===== config.mk =====
export PLATFORM = sky130hd
export DESIGN_NAME = lmsc_queue
export DESIGN_NICKNAME = d
export VERILOG_FILES = /design/src/design/lmsc_pkg.sv /design/src/design/lmsc_queue.sv
export SDC_FILE = /design/constraint.sdc
export NUM_CORES = 1
export LEC_CHECK = 0
export BUFFER_PORTS_ARGS = -buffer_cell sky130_fd_sc_hd__buf_2
export CAP_MARGIN = 20
export CORE_ASPECT_RATIO = 1.2
export CORE_MARGIN = 5
export CORE_UTILIZATION = 52
export CTS_CLUSTER_SIZE = 10
export DETAILED_ROUTE_END_ITERATION = 16
export PLACE_DENSITY = 0.9
export RECOVER_POWER = 50
export SLEW_MARGIN = 25
export SYNTH_ARGS = -nofsm -noshare
export SYNTH_HDL_FRONTEND = slang
export SYNTH_SLANG_ARGS = --single-unit

===== constraint.sdc =====
create_clock -name clk -period 3.3 [get_ports clk]
set_input_delay 0.33 -clock clk [delete_from_list [all_inputs] [get_ports clk]]
set_output_delay 0.33 -clock clk [all_outputs]
set_load 0.03 [all_outputs]

===== src/design/lmsc_pkg.sv =====
// ----------------------------------------------------------------------------
// LED matrix scan controller package
// Shared types, constants and the column-to-pin mapping.
// ----------------------------------------------------------------------------
package lmsc_pkg;

	// field widths of the request and result ports
	localparam int ROW_W  = 3;
	localparam int COL_W  = 4;
	localparam int CHAN_W = 8;
	localparam int RGB_W  = 3 * CHAN_W;

	// default geometry of the matrix
	localparam int DEF_NUM_ROWS = 7;
	localparam int DEF_NUM_COLS = 16;

	// entries in the command queue between front and back
	localparam int QUEUE_DEPTH = 2;

	// selector pin map: columns below the gap sit on C0..C1, the middle run
	// skips C2, the top columns sit on port B from B6 upwards
	localparam logic [COL_W-1:0] PIN_GAP_COL   = 4'd2;
	localparam logic [COL_W-1:0] PIN_PORTB_COL = 4'd12;
	localparam logic [COL_W-1:0] PIN_PORTB_OFS = 4'd6;
	localparam logic             PORT_C        = 1'b0;
	localparam logic             PORT_B        = 1'b1;

	// request codes as they arrive on req_type
	typedef enum logic [2:0] {
		OP_WRITE    = 3'd0,
		OP_SWAP     = 3'd1,
		OP_READ     = 3'd2,
		OP_SLOT     = 3'd3,
		OP_HANDOVER = 3'd4,
		OP_ACQUIRE  = 3'd5,
		OP_FILL     = 3'd6,
		OP_UNKNOWN  = 3'd7
	} op_t;

	typedef enum logic [1:0] {
		ST_DONE    = 2'd0,
		ST_REFUSED = 2'd1,
		ST_IGNORED = 2'd2
	} status_t;

	typedef enum logic [1:0] {
		OWN_LED  = 2'd0,
		OWN_REQ  = 2'd1,
		OWN_SCAN = 2'd2
	} owner_t;

	typedef enum logic [1:0] {
		S_IDLE,
		S_COL,
		S_WAIT,
		S_FILL
	} back_state_t;

	// classified request as it travels through the queue
	typedef struct packed {
		op_t              op;
		logic             in_range;
		logic [ROW_W-1:0] row;
		logic [COL_W-1:0] col;
		logic [RGB_W-1:0] rgb;
	} cmd_t;

	// queue status seen by front and back
	typedef struct packed {
		logic full;
		logic empty;
	} q_stat_t;

	// tag of a store read in flight
	typedef struct packed {
		logic             valid;
		logic             col_start;
		logic [ROW_W-1:0] row;
		logic             last;
	} rd_tag_t;

	typedef struct packed {
		logic             port;
		logic [COL_W-1:0] bit_no;
	} pin_t;

	// map a column to its active-low selector pin
	function automatic pin_t col_pin(input logic [COL_W-1:0] c);
		pin_t p;
		if (c < PIN_GAP_COL) begin
			p.port   = PORT_C;
			p.bit_no = c;
		end else if (c < PIN_PORTB_COL) begin
			p.port   = PORT_C;
			p.bit_no = c + 4'd1;
		end else begin
			p.port   = PORT_B;
			p.bit_no = c - PIN_PORTB_OFS;
		end
		return p;
	endfunction

endpackage


===== src/design/lmsc_queue.sv =====
// ----------------------------------------------------------------------------
// LED matrix scan controller command queue
// Short FIFO of classified requests between front and back.
// ----------------------------------------------------------------------------
module lmsc_queue
	import lmsc_pkg::*;
(
	input  logic    clk,
	input  logic    arst_n,
	input  logic    push,
	input  cmd_t    push_cmd,
	input  logic    pop,
	output cmd_t    head,
	output q_stat_t q_stat
);

	localparam int PW = (QUEUE_DEPTH > 1) ? $clog2(QUEUE_DEPTH) : 1;
	localparam int NW = $clog2(QUEUE_DEPTH + 1);
	localparam logic [PW-1:0] LAST_SLOT = PW'(QUEUE_DEPTH - 1);

	cmd_t          slot_q [QUEUE_DEPTH];
	logic [PW-1:0] wr_ptr_q;
	logic [PW-1:0] rd_ptr_q;
	logic [NW-1:0] cnt_q;

	assign q_stat.full  = (cnt_q == NW'(QUEUE_DEPTH));
	assign q_stat.empty = (cnt_q == '0);
	assign head         = slot_q[rd_ptr_q];

	// advance pointers and fill count
	always_ff @(posedge clk or negedge arst_n) begin
		if (!arst_n) begin
			wr_ptr_q <= '0;
			rd_ptr_q <= '0;
			cnt_q    <= '0;
		end else begin
			if (push) begin
				wr_ptr_q <= (wr_ptr_q == LAST_SLOT) ? '0 : wr_ptr_q + 1'b1;
			end
			if (pop) begin
				rd_ptr_q <= (rd_ptr_q == LAST_SLOT) ? '0 : rd_ptr_q + 1'b1;
			end
			if (push && !pop) begin
				cnt_q <= cnt_q + 1'b1;
			end else if (pop && !push) begin
				cnt_q <= cnt_q - 1'b1;
			end
		end
	end

	always_ff @(posedge clk) begin
		if (push) begin
			slot_q[wr_ptr_q] <= push_cmd;
		end
	end

	a_no_overflow: assert property (@(posedge clk) disable iff (!arst_n)
		push |-> !q_stat.full)
		else $error("request pushed into a full queue");

	a_no_underflow: assert property (@(posedge clk) disable iff (!arst_n)
		pop |-> !q_stat.empty)
		else $error("request popped from an empty queue");

endmodule


==> results.yml <==
detailed_routing:
  viasPerCell: 4.93
  drt_pre_antenna_iters: 6
  drc: 0
  wire_per_inst_um: 16.4
  vias: 1370
  ant_nets: 0
  drt_iter0_drc: 52
  wl_met3_um: 191
  top_layer: "met4"
  routed-wl-met2_um: 2560
  wl_um: 4560
  met1Wirelength_um: 1750
yosys:
  yosysUniqueCellTypes: 13
  ys_seq_elements: 74
  ys.flop_type: "edfxtp_1"
  async_reset_ff_share_pct: 5.41
  muxShareOfSynthArea_pct: 17.6
  synth-xor-area-share_pct: 1.53
  synthTopCellsByCount: "edfxtp_1, mux2_4, mux2_2"
  synth_nets: 165
  syn_avg_cell_area_um2: 22.9
  synth_compound_area_share_pct: 0
  synth_warnings: 0
  synthSimpleGateAreaFrac_pct: 0.918
  synth_top_family_by_area: "multiplexers"
  synth.top_cells.by_area: "edfxtp_1, mux2_4, dfrtp_1"
  synthCells: 125
  synth_area_um2: 2860
  seq_area_frac_synth_pct: 76.9
  synth_fa_ha_area_share_pct: 0.437
  yosysMostFrequentCell: "edfxtp_1"
  yosysTopAreaCell: "edfxtp_1"
  synth-edff-count: 70
  synth_top_area_share_pct: 73.4
grt:
  grt_antenna_before_repair: 0
  first_global_vias: 1493
  grt_usage_pct: 13.4
  grt_pass1_wl_um: 7250
  grt_max_degree: 36
  gr-total-overflow: 0
cells_and_area:
  multiInputGateArea_um2: 587
  synthToLayoutAreaGrowth_pct: 20.6
  nNetsFinal: 251
  diodes: 0
  seqCellArea_um2: 2200
  drive_above_1_share_pct: 49.5
  fill_cells: 363
worst_hold_path:
  worstHoldPathType: "input pin to register"
  worstHoldPathCells: 1
critical_path:
  end_kind: "output port"
  startpoint_type: "register"
  crit_required_ns: 2.97
  reg2reg_depth: 2
  critPathKind: "register to output port"
  cp_max_fo: 20
  worstPathArrival_ns: 2.25
placed_design:
  port_buffers: 75
  post-dp-hpwl_um: 3170
  gp_congestion: 0.660
clocking:
  cts_tree: "done"
  cts_num_sinks: 74
  htree_levels: 3
  root_buffer: "clkbuf_8"
  cts_resized: 0
  insertion_delay_ns: 0.32
  numCtsBuffers: 9
  cts_buffer_depth: 2
  clk_pin_slew_ns: 0.07
  cts_hold_buf: 1
  cts_setup_buffers: 0
floorplanning:
  die_x_um: 77.7
  coreArea_um2: 5330
  dieArea_um2: 7100
  fp.dieH_um: 91.3
  initial_core_util_pct: 53.7
  num_rows: 29
  pin_count: 76
timing:
  drv_slew: 0
  timing.fmax_mhz: 387
  fin_crit_ns: 2.58
  holdWs_ns: 0.190
  period_share_pct: 78.2
  grt_setup_unrepaired: "false"
  max_slew_margin_pct: 19.3
  skew_ns: 0.00612
  finalSetupViolCount: 0
  tightest_slew_ns: 1.21
  hold_viol_final: 0
  setup_tns_ns: 0
power:
  p_leak_nw: 1.37
  peakVddDrop_mv: 0.498
  p_per_area_nw_per_um2: 919
run_status:
  status: "complete, no violations"
run:
  cap_viol_max_count: 0
-- registers in the layout, indices dropped and copies added (netlist names) --
name      cells
slot_q       70
rd_ptr_q      1
wr_ptr_q      1
cnt_q         2
-- power breakdown --
group | switching (mW) | leakage, nW | internal [mW]
Combinational | 0.685 | 0.580 | 0.492
Clock | 0.284 | 0.0894 | 0.344
Sequential | 0.118 | 0.704 | 1.25
-- metal layers --
layer,vias to the layer above,GRT usage [%]
met5,-,0
met4,0,7.74
met2,35,22.7
li1,657,-
met1,674,15.1
met3,4,3.66
-- critical path: stages (launching register included) --
cell     delay, ns
dfrtp_1       1.04
buf_4         0.36
mux2_2        0.35
buf_2         0.17
-- layout make-up --
class | count | area share (%)
sequential | 74 | 63.8
multi-input combinational | 46 | 17.0
timing repair buffer | 79 | 11.7
clock buffer | 12 | 3.91
tap | 62 | 2.25
clock inverter | 4 | 1.23
inverter | 1 | 0.109
-- path summary, 6_finish.rpt --
check	startpoint	end	slack [ns]
setup / recovery	rd_ptr_q	head[34]	0.72
hold / removal	push_cmd[31]	slot_q[0][31]	0.19
setup reg to reg	wr_ptr_q	slot_q[0][25]	1.39
hold reg to reg	wr_ptr_q	wr_ptr_q	0.49
max in group asynchronous	arst_n	wr_ptr_q	2.75
min in group asynchronous	arst_n	cnt_q[0]	0.37
-- stage by stage --
step | utilization (%) | cells | total power [mW] | area, um^2 | setup slack (ns)
global placement | 61.3 | 260 | 2.54 | 3270 | 1.42
CTS | 64.8 | 277 | 3.19 | 3460 | 1.04
global route | 64.7 | 278 | 3.32 | 3450 | 0.585
detailed placement | 61.3 | 260 | 2.57 | 3270 | 1.40
floorplan | - | 125 | 2.35 | 2860 | 0.895
finish | 64.7 | 278 | 3.17 | 3450 | 0.718
-- cells by family after synthesis --
kind of cell  after synthesis
flops                      74
fa+ha+maj                   1
simple gates                5
xor+xnor                    5
mux                        35
buf+inv                     5
-- cells in the final DEF, fill, tap and decap left out --
master	instances
dlygate4sd3_1	1
xnor2_1	1
xor2_1	4
inv_1	1
clkbuf_8	9
buf_2	57
and2_2	1
buf_4	2
nor2_1	2
dfrtp_1	4
nor2b_1	2
clkinv_1	2
ha_1	1
buf_16	1
clkinv_2	1
mux2_4	29
clkbuf_1	21
edfxtp_1	70
mux2_2	6
bufinv_16	1
No activity file was read; power rests on OpenSTA's default activity.
