===== src/design/lmsc_pkg.sv =====
// ----------------------------------------------------------------------------
// LED matrix scan controller package
// Shared types, constants and the column-to-pin mapping.
// ----------------------------------------------------------------------------
package lmsc_pkg;

	// field widths of the request and result ports
	localparam int ROW_W  = 3;
	localparam int COL_W  = 4;
	localparam int CHAN_W = 8;
	localparam int RGB_W  = 3 * CHAN_W;

	// default geometry of the matrix
	localparam int DEF_NUM_ROWS = 7;
	localparam int DEF_NUM_COLS = 16;

	// entries in the command queue between front and back
	localparam int QUEUE_DEPTH = 2;

	// selector pin map: columns below the gap sit on C0..C1, the middle run
	// skips C2, the top columns sit on port B from B6 upwards
	localparam logic [COL_W-1:0] PIN_GAP_COL   = 4'd2;
	localparam logic [COL_W-1:0] PIN_PORTB_COL = 4'd12;
	localparam logic [COL_W-1:0] PIN_PORTB_OFS = 4'd6;
	localparam logic             PORT_C        = 1'b0;
	localparam logic             PORT_B        = 1'b1;

	// request codes as they arrive on req_type
	typedef enum logic [2:0] {
		OP_WRITE    = 3'd0,
		OP_SWAP     = 3'd1,
		OP_READ     = 3'd2,
		OP_SLOT     = 3'd3,
		OP_HANDOVER = 3'd4,
		OP_ACQUIRE  = 3'd5,
		OP_FILL     = 3'd6,
		OP_UNKNOWN  = 3'd7
	} op_t;

	typedef enum logic [1:0] {
		ST_DONE    = 2'd0,
		ST_REFUSED = 2'd1,
		ST_IGNORED = 2'd2
	} status_t;

	typedef enum logic [1:0] {
		OWN_LED  = 2'd0,
		OWN_REQ  = 2'd1,
		OWN_SCAN = 2'd2
	} owner_t;

	typedef enum logic [1:0] {
		S_IDLE,
		S_COL,
		S_WAIT,
		S_FILL
	} back_state_t;

	// classified request as it travels through the queue
	typedef struct packed {
		op_t              op;
		logic             in_range;
		logic [ROW_W-1:0] row;
		logic [COL_W-1:0] col;
		logic [RGB_W-1:0] rgb;
	} cmd_t;

	// queue status seen by front and back
	typedef struct packed {
		logic full;
		logic empty;
	} q_stat_t;

	// tag of a store read in flight
	typedef struct packed {
		logic             valid;
		logic             col_start;
		logic [ROW_W-1:0] row;
		logic             last;
	} rd_tag_t;

	typedef struct packed {
		logic             port;
		logic [COL_W-1:0] bit_no;
	} pin_t;

	// map a column to its active-low selector pin
	function automatic pin_t col_pin(input logic [COL_W-1:0] c);
		pin_t p;
		if (c < PIN_GAP_COL) begin
			p.port   = PORT_C;
			p.bit_no = c;
		end else if (c < PIN_PORTB_COL) begin
			p.port   = PORT_C;
			p.bit_no = c + 4'd1;
		end else begin
			p.port   = PORT_B;
			p.bit_no = c - PIN_PORTB_OFS;
		end
		return p;
	endfunction

endpackage


===== src/design/lmsc_front.sv =====
// ----------------------------------------------------------------------------
// LED matrix scan controller front end
// Accepts requests, classifies them and range-checks the pixel position.
// ----------------------------------------------------------------------------
module lmsc_front
	import lmsc_pkg::*;
#(
	parameter int NUM_ROWS = DEF_NUM_ROWS,
	parameter int NUM_COLS = DEF_NUM_COLS
) (
	input  logic              clk,
	input  logic              arst_n,
	input  logic              start,
	output logic              busy,
	input  logic [2:0]        req_type,
	input  logic [ROW_W-1:0]  row,
	input  logic [4:0]        col,
	input  logic [CHAN_W-1:0] red,
	input  logic [CHAN_W-1:0] green,
	input  logic [CHAN_W-1:0] blue,
	input  q_stat_t           q_stat,
	output logic              push,
	output cmd_t              push_cmd
);

	logic valid_s1;
	cmd_t cmd_s1;
	cmd_t cmd_d;
	logic accept;

	// hold the request while the queue is full
	assign busy   = valid_s1 && q_stat.full;
	assign accept = start && !busy;
	assign push   = valid_s1 && !q_stat.full;

	// classify the request and check the pixel position
	always_comb begin
		cmd_d.op       = op_t'(req_type);
		cmd_d.in_range = ({1'b0, row} < 4'(NUM_ROWS)) && ({1'b0, col} < 6'(NUM_COLS));
		cmd_d.row      = row;
		cmd_d.col      = col[COL_W-1:0];
		cmd_d.rgb      = {red, green, blue};
	end

	always_ff @(posedge clk or negedge arst_n) begin
		if (!arst_n) begin
			valid_s1 <= 1'b0;
		end else if (accept) begin
			valid_s1 <= 1'b1;
		end else if (push) begin
			valid_s1 <= 1'b0;
		end
	end

	always_ff @(posedge clk) begin
		if (accept) begin
			cmd_s1 <= cmd_d;
		end
	end

	assign push_cmd = cmd_s1;

endmodule


===== config.mk =====
export PLATFORM = sky130hd
export DESIGN_NAME = lmsc_front
export DESIGN_NICKNAME = d
export VERILOG_FILES = /design/src/design/lmsc_pkg.sv /design/src/design/lmsc_front.sv
export SDC_FILE = /design/constraint.sdc
export NUM_CORES = 1
export LEC_CHECK = 0
export ABC_AREA = 1
export ABC_CLOCK_PERIOD_IN_PS = 2400
export BUFFER_PORTS_ARGS = -buffer_cell sky130_fd_sc_hd__buf_2
export CAP_MARGIN = 20
export CELL_PAD_IN_SITES_DETAIL_PLACEMENT = 1
export CELL_PAD_IN_SITES_GLOBAL_PLACEMENT = 2
export CORE_AREA = 4 4 73 75
export CTS_CLUSTER_DIAMETER = 80
export DETAILED_ROUTE_END_ITERATION = 12
export DIE_AREA = 0 0 77 79
export PLACE_DENSITY_LB_ADDON = 0.15
export SLEW_MARGIN = 20
export SYNTH_ARGS = -nofsm -noshare
export SYNTH_HDL_FRONTEND = slang
export SYNTH_SLANG_ARGS = --single-unit

===== constraint.sdc =====
create_clock -name clk -period 2.4 [get_ports clk]
set_input_delay 0.24 -clock clk [delete_from_list [all_inputs] [get_ports clk]]
set_output_delay 0.24 -clock clk [all_outputs]
set_load 0.1 [all_outputs]

==> impl_metrics.ini, run 1 <==
[setup_path]
critPathTopFamily = buffers and inverters
cp_slowest_cell = buf_2
rrSetupSlack_ps = 980
r2r_cells = 4
crit_path_max_fanout = 2
critPathLaunchType = register
cp.required_ps = 2160
slowest_delay_ps = 430
critPathKind = register to output pin
reg2reg_from = valid_s1
r2r-end = push_cmd[10]
arrival_ps = 1200
crit_chain = inv_1 > nor2_1 > buf_2
end_kind = output pin
cp_num_buf_inv = 2

[timing]
report.final.hold_viol_count = 0
max_freq_ghz = 0.6945
tightest_slew_ps = 503.5
skew_ps = 2.941
drv_slew = 0
hold_slack_ps = 130.7
rsz0062_at_grt = false
finalCriticalPeriod_ps = 1440
setup_tns_ps = 0
finalSetupViolations = 0
fin_crit_sh_pct = 59.99
layout_setup_ws_ps = 960.2
slew-limit-headroom_pct = 66.66

[placed_design]
place_ws_ps = 945.1
io_buffers = 75
hpwl_microns = 1995
finalWeightedCongestion = 0.6288

[global_route]
grt_max_degree = 22
antenna_found_initial = 0
grt_overflow_total = 0
grt_pass1_wl_microns = 3988
track_usage_pct = 8.859
first_global_vias = 793

[power_and_ir_drop]
powerDensity_nw_per_um2 = 879.4
ir_drop_v = 0.0002329
p_total_mw = 1.479
p_leak_nw = 0.7377

[hold_path]
hold_end = push_cmd[11]
hold_path_class = input port to register
min_from = green[3]
hold_depth = 1

[yosys]
synthTopCellsByArea = edfxtp_1, dfrtp_1, inv_1
synth_cell_types = 9
synth_flop_cell = edfxtp_1
netlist_instances = 47
synth_seq_cells = 36
ys_top_cells_by_count = edfxtp_1, inv_1, nand2_1
yosys_warnings = 0
synth_edf_count = 35
async_flop_share_pct = 2.778
synth_fp_nets = 87
yosysTopAreaCellShare_pct = 93.54
syn_area_per_cell_sq_um = 23.91
syn-cell-area_sq_um = 1124
yosysMostFrequentCell = edfxtp_1
yosysSeqAreaShare_pct = 95.77
yosys.area.top_type = edfxtp_1

[die]
coreArea_sq_um = 4661
fp.dieH_microns = 79
ios = 77
initial_core_util_pct = 24.11
dieArea_sq_um = 6083
num_rows = 25
die_x_microns = 77

[finish]
nFillCells = 511
fin_nets = 171
multi_input_area_sq_um = 33.78
diodes = 0
drive_gt1_share_pct = 63.64
syn_to_final_growth_pct = 49.67
seqCellArea_sq_um = 1076
fin_util_pct = 36.08

[clock_network]
postCtsSetupRepairBufs = 0
cts-hold-fix-buffers = 1
cts_resized = 0
cts_made_buffers = 5
cts_sinks = 36
htreeDepth = 2
insertion_delay_ps = 280
cts.clk_slew.worst_paths_ps = 70
cts_tree = done
cts_root_buf = clkbuf_8
cts_max_path_buffers = 2

[detailed_routing]
drc = 0
wire_per_inst_microns = 13.87
vias_per_cell = 3.898
ant_nets = 0
drtPass1Iterations = 2
route.vias.total = 725
drt_iter0_markers = 41
drt-total-wl_microns = 2580

[flow_run]
max-cap-violations = 0

[outcome]
status = complete, no violations
-- cell usage in the layout, fill, tap and decap left out --
cell,count
buf_2,75
edfxtp_1,35
clkbuf_8,5
inv_1,4
nand2_1,2
clkbuf_1,2
nor2_1,1
nand3_1,1
nand2_2,1
inv_2,1
nor2_4,1
clkinv_1,1
dlygate4sd3_1,1
buf_12,1
dfrtp_1,1
-- layer usage --
metal | wire [microns] | share of wire, % | global-route usage [%]
met5 | 0 | 0 | 0
met1 | 1008 | 39 | 8.886
met2 | 1200 | 47 | 14.63
met4 | 46 | 1.8 | 4.270
met3 | 324 | 13 | 5.329
-- final cells by class --
cell class,instances,area share [%]
multi-input cells,6,2.009
clock inverters,1,0.2232
repair buffers,77,24.11
inverters,5,1.116
clock buffers,7,4.539
flip-flops and latches,36,63.99
well taps,54,4.018
-- cells by family after synthesis --
kind of cell | synth area share, %
DFF | 95.77
buffers and inverters | 1.670
and+or+nand+nor | 2.561
-- stage by stage --
stage / cell area, sq um / std cells
floorplan: 1124 / 47
global placement: 1592 / 177
detailed placement: 1592 / 177
CTS: 1682 / 186
global route: 1682 / 186
finish: 1682 / 186
-- state kept, by name, summed over array words and instances, names as in the netlist --
register  cells
valid_s1      1
push_cmd     35
-- power by group --
group	switching (mW)	leakage, nW	internal (mW)
sequential	0.00703	0.344	0.731
combinational	0.289	0.354	0.0513
clock	0.199	0.0399	0.202
total	0.494	0.738	0.984
-- worst register-to-register path: stages (launching register included) --
cell     delay (ps)
dfrtp_1         390
nand2_2          70
inv_2            50
nor2_4          380
buf_12          240
-- how the worst max path moves through the flow --
stage / start / endpoint / slack [ps] / cells after the start
after floorplan: valid_s1 / push_cmd[0] / 380 / 3
after global placement: valid_s1 / push_cmd[9] / 1000 / 4
after detailed placement: valid_s1 / push_cmd[15] / 950 / 4
after CTS: valid_s1 / push / 930 / 3
after global routing: valid_s1 / push_cmd[8] / 870 / 4
final: valid_s1 / push / 960 / 3
Note: power is estimated with default switching activity, not from simulation.
==> run 2: changes to the inputs <==
--- a/config.mk
+++ b/config.mk
@@ -6,7 +6,7 @@
 export NUM_CORES = 1
 export LEC_CHECK = 0
 export ABC_AREA = 1
-export ABC_CLOCK_PERIOD_IN_PS = 2400
+export ABC_CLOCK_PERIOD_IN_PS = 1500
 export BUFFER_PORTS_ARGS = -buffer_cell sky130_fd_sc_hd__buf_2
 export CAP_MARGIN = 20
 export CELL_PAD_IN_SITES_DETAIL_PLACEMENT = 1
==> constraint.sdc (replaced) <==
create_clock -name clk -period 1.5 [get_ports clk]
set_input_delay 0.15 -clock clk [delete_from_list [all_inputs] [get_ports clk]]
set_output_delay 0.15 -clock clk [all_outputs]
set_load 0.1 [all_outputs]
==> run 2 against run 1 <==
Combinational power grew 61%. Setup slack lost 820 ps. Clock skew grew 2.0 ps. Die area stayed put. Non-clock buffer count did not move. First-iteration DRC count rose by 17%. Clock power is 110% higher. Routed wire length decreased by 3.0%. Critical path type unchanged.
==> impl_metrics.ini, run 2 (synthesis results as in run 1) <==
[setup_path]
crit_path_max_fanout = 2
crit_chain = nand2_2 > inv_6 > buf_2
cp_slowest_cell = buf_2
cp_num_buf_inv = 2
critPathTopFamily = buffers and inverters
end_kind = output pin
critPathKind = register to output pin
arrival_ps = 1210
cp.required_ps = 1350
critPathLaunchType = register
slowest_delay_ps = 410

[die]
fp.dieH_microns = 79
ios = 77
initial_core_util_pct = 24.11
dieArea_sq_um = 6083
num_rows = 25
coreArea_sq_um = 4661
die_x_microns = 77

[clock_network]
cts_tree = done
cts.clk_slew.worst_paths_ps = 70
cts_sinks = 36
cts_root_buf = clkbuf_8
postCtsSetupRepairBufs = 0
htreeDepth = 2
cts_max_path_buffers = 2
cts_made_buffers = 5
cts_resized = 0
insertion_delay_ps = 280

[power_and_ir_drop]
sw_frac_of_total_pct = 31.60
ir_drop_v = 0.0003692
p_leak_nw = 0.7529
pwr-share-seq_pct = 46.3
pwr-share-comb_pct = 21.4
p_clk_share_pct = 32.3
p_switching_mw = 0.8067
internal-power_mw = 1.746
powerDensity_nw_per_um2 = 1487

[finish]
fin_nets = 171
fin_cells = 186
largest_register_ffs = 35
diodes = 0
layout_commonest_cell = buf_2
syn_to_final_growth_pct = 52.78
final_cell_mix = buf_2, edfxtp_1, clkbuf_8
drive_gt1_share_pct = 65.91

[detailed_routing]
drt-total-wl_microns = 2502
drtPass1Iterations = 4
ant_nets = 0
wire_per_inst_microns = 13.45
drc = 0
vias_per_cell = 3.898
drt_iter0_markers = 48
route.vias.total = 725

[timing]
finalSetupViolations = 0
slew-limit-headroom_pct = 66.86
finalCriticalPeriod_ps = 1358
fin_crit_sh_pct = 90.52
tightest_slew_ps = 500.5
skew_ps = 4.976
max_freq_ghz = 0.7365
setup_tns_ps = 0
rsz0062_at_grt = false
report.final.hold_viol_count = 0
drv_slew = 0

[outcome]
status = complete, no violations

[hold_path]
hold_path_class = input port to register

[global_route]
first_global_vias = 803
antenna_found_initial = 0
track_usage_pct = 8.366
grt_max_degree = 36
grt_pass1_wl_microns = 3836
grt_overflow_total = 0

[flow_run]
max-cap-violations = 0

[placed_design]
place_inst = 177
finalWeightedCongestion = 0.6065
hpwl_microns = 1877
io_buffers = 75
[run 2: final timing paths]
kind	slack, ps	depth (start not counted)	end	startpoint
min reg2reg	540	2	valid_s1	valid_s1
max reg2reg	310	4	push_cmd[9]	valid_s1
max	140	3	busy	valid_s1
min	40	1	push_cmd[18]	red[2]
max in group asynchronous	1250	2	valid_s1	arst_n
min in group asynchronous	170	2	valid_s1	arst_n
[run 2: timing repair]
action                                 4_1_cts  5_1_grt
hold buffers                                 1        0
endpoints found under the hold margin        1        0
setup endpoints to repair                    0        0
[run 2: stage by stage]
| stage | instance area, sq um | power (mW) | util [%] | setup slack (ps) | hold WS (ps) |
|---|---|---|---|---|---|
| 6_report | 1717 | 2.553 | 36.83 | 142.3 | 41.44 |
| 5_1_grt | 1717 | 2.661 | 36.83 | 63.88 | 19.60 |
| 3_3_place_gp | 1599 | 1.748 | 34.31 | 340.9 | -73.74 |
| 2_1_floorplan | 1136 | 1.637 | - | -42.63 | -145.6 |
| 4_1_cts | 1717 | 2.605 | 36.83 | 114.5 | 25.58 |
| 3_5_place_dp | 1599 | 1.756 | 34.31 | 310.2 | -71.08 |
[run 2: metal layers]
| metal | track usage, % | vias up | wire (microns) | share of wire, % |
|---|---|---|---|---|
| li1 | - | 340 | - | - |
| met1 | 8.370 | 335 | 957 | 38 |
| met2 | 13.94 | 48 | 1233 | 49 |
| met3 | 5.102 | 2 | 297 | 12 |
| met4 | 3.737 | 0 | 14 | 0.56 |
| met5 | 0 | - | 0 | 0 |
[run 2: power by group through the flow]
stage / registers [mW] / clock network [mW] / logic [mW]
after floorplan: 1.58 / 0 / 0.0591
after global placement: 1.20 / 0 / 0.545
after detailed placement: 1.20 / 0 / 0.551
after CTS: 1.18 / 0.869 / 0.554
after global routing: 1.19 / 0.909 / 0.567
final: 1.18 / 0.824 / 0.547
[run 2: layout make-up]
type | instances | area (sq um)
sequential | 36 | 1076
fill | 517 | 2944
timing repair buffer | 77 | 405.4
tap | 54 | 67.56
inverter | 5 | 23.77
clock buffer | 6 | 72.57
clock inverter | 2 | 35.03
multi-input combinational | 6 | 36.28
==> run 3: changes to the inputs <==
--- a/config.mk
+++ b/config.mk
@@ -7,7 +7,7 @@
 export LEC_CHECK = 0
 export ABC_AREA = 1
 export ABC_CLOCK_PERIOD_IN_PS = 1500
-export BUFFER_PORTS_ARGS = -buffer_cell sky130_fd_sc_hd__buf_2
+export BUFFER_PORTS_ARGS = -buffer_cell sky130_fd_sc_hd__clkbuf_2
 export CAP_MARGIN = 20
 export CELL_PAD_IN_SITES_DETAIL_PLACEMENT = 1
 export CELL_PAD_IN_SITES_GLOBAL_PLACEMENT = 2
==> run 3 against run 2 <==
Die area unchanged. First-iteration DRC count fell by 19%. Sequential power about the same. Power about the same. Final cell count is the same. Clock skew fell by 0.68 ps. Setup slack better by 6.8 ps. Fmax is 0.51% higher. Combinational power is essentially flat. Sequential share of layout area down 0.091 points. Routed wire length down 1.1%.
==> impl_metrics.ini, run 3 (synthesis results as in run 1) <==
[power_and_ir_drop]
pwr-share-seq_pct = 46.4
internal-power_mw = 1.746
powerDensity_nw_per_um2 = 1484
ir_drop_v = 0.0003958
p_total_mw = 2.551
sw_frac_of_total_pct = 31.56
p_clk_share_pct = 32.2
pwr-share-comb_pct = 21.4
p_leak_nw = 0.7692
p_switching_mw = 0.8050

[timing]
setup_tns_ps = 0
report.final.hold_viol_count = 0
finalSetupViolations = 0
tightest_slew_ps = 554.4
max_freq_ghz = 0.7402
layout_setup_ws_ps = 149.1
skew_ps = 4.292
rsz0062_at_grt = false
fin_crit_sh_pct = 90.06
hold_slack_ps = 41.03
drv_slew = 0
finalCriticalPeriod_ps = 1351
slew-limit-headroom_pct = 63.20

[global_route]
track_usage_pct = 8.683
grt_max_degree = 36
grt_pass1_wl_microns = 3939
grt_overflow_total = 0
first_global_vias = 807
antenna_found_initial = 0

[clock_network]
insertion_delay_ps = 280
htreeDepth = 2
cts_made_buffers = 5
cts_resized = 0
cts_max_path_buffers = 2
cts-hold-fix-buffers = 1
postCtsSetupRepairBufs = 0
cts_root_buf = clkbuf_8
cts.clk_slew.worst_paths_ps = 70
cts_sinks = 36
cts_tree = done

[outcome]
status = complete, no violations

[finish]
fin_cells = 186
syn_to_final_growth_pct = 53.01
layout_commonest_cell = clkbuf_2
design_area_sq_um = 1719
fin_util_pct = 36.89
fin_nets = 171
diodes = 0
nFillCells = 508
largest_register_ffs = 35
drive_gt1_share_pct = 65.91
final_cell_mix = clkbuf_2, edfxtp_1, clkbuf_8

[setup_path]
critPathLaunchType = register
crit_start = valid_s1
crit_chain = inv_1 > nor2_2 > clkbuf_2
reg2reg_from = valid_s1
r2r_cells = 4
arrival_ps = 1200
end_kind = output pin
cp.depth = 3
cp.required_ps = 1350
critPathTopFamily = buffers and inverters
critPathKind = register to output pin
cp_num_buf_inv = 2
cp_slowest_cell = clkbuf_2
r2r-end = push_cmd[32]
crit_path_max_fanout = 2
slowest_delay_ps = 450
rrSetupSlack_ps = 310

[detailed_routing]
drc = 0
vias_per_cell = 3.978
ant_nets = 0
drtPass1Iterations = 2
wire_per_inst_microns = 13.30
drt-total-wl_microns = 2474
route.vias.total = 740
drt_iter0_markers = 39

[die]
ios = 77
die_x_microns = 77
fp.dieH_microns = 79
coreArea_sq_um = 4661
initial_core_util_pct = 24.11
num_rows = 25
dieArea_sq_um = 6083

[hold_path]
hold_depth = 1
hold_path_class = input port to register
hold_end = push_cmd[11]
min_from = green[3]

[placed_design]
place_ws_ps = 304.5
place_area_sq_um = 1602
hpwl_microns = 1908
io_buffers = 75
finalWeightedCongestion = 0.6027
place_inst = 177

[flow_run]
max-cap-violations = 0
-- run 3: worst max path at each step --
| stage | end | slack (ps) |
|---|---|---|
| floorplan | push_cmd[0] | -40 |
| global route | push | 60 |
| CTS | push | 120 |
| finish | push | 150 |
| detailed placement | push_cmd[0] | 300 |
| global placement | push_cmd[8] | 340 |
-- run 3: cell type report --
class	count	area [sq um]	share of cell area (%)
Sequential cell	36	1076	62.59
Timing Repair Buffer	77	407.9	23.73
Clock buffer	6	72.57	4.221
Tap cell	54	67.56	3.930
Multi-Input combinational cell	6	36.28	2.111
Clock inverter	2	35.03	2.038
Inverter	5	23.77	1.383
-- run 3: worst reg2reg max path, cell delays in order (launching register included) --
cell	delay, ps
dfrtp_1	390
nand2_2	110
inv_6	40
nor2_4	110
buf_12	220
-- run 3: power by group through the flow --
stage          clock network (mW)  registers (mW)  logic [mW]
5_1_grt                     0.908            1.19       0.565
3_3_place_gp                    0            1.21       0.545
3_5_place_dp                    0            1.21       0.550
2_1_floorplan                   0            1.58      0.0591
6_report                    0.821            1.18       0.546
4_1_cts                     0.864            1.19       0.553
-- run 3: routing by layer --
layer	part of all wire, %	vias up	GRT usage, %
li1	-	340	-
met1	38	349	9.091
met2	49	49	13.68
met3	12	2	5.442
met4	0.57	0	4.270
met5	0	-	0
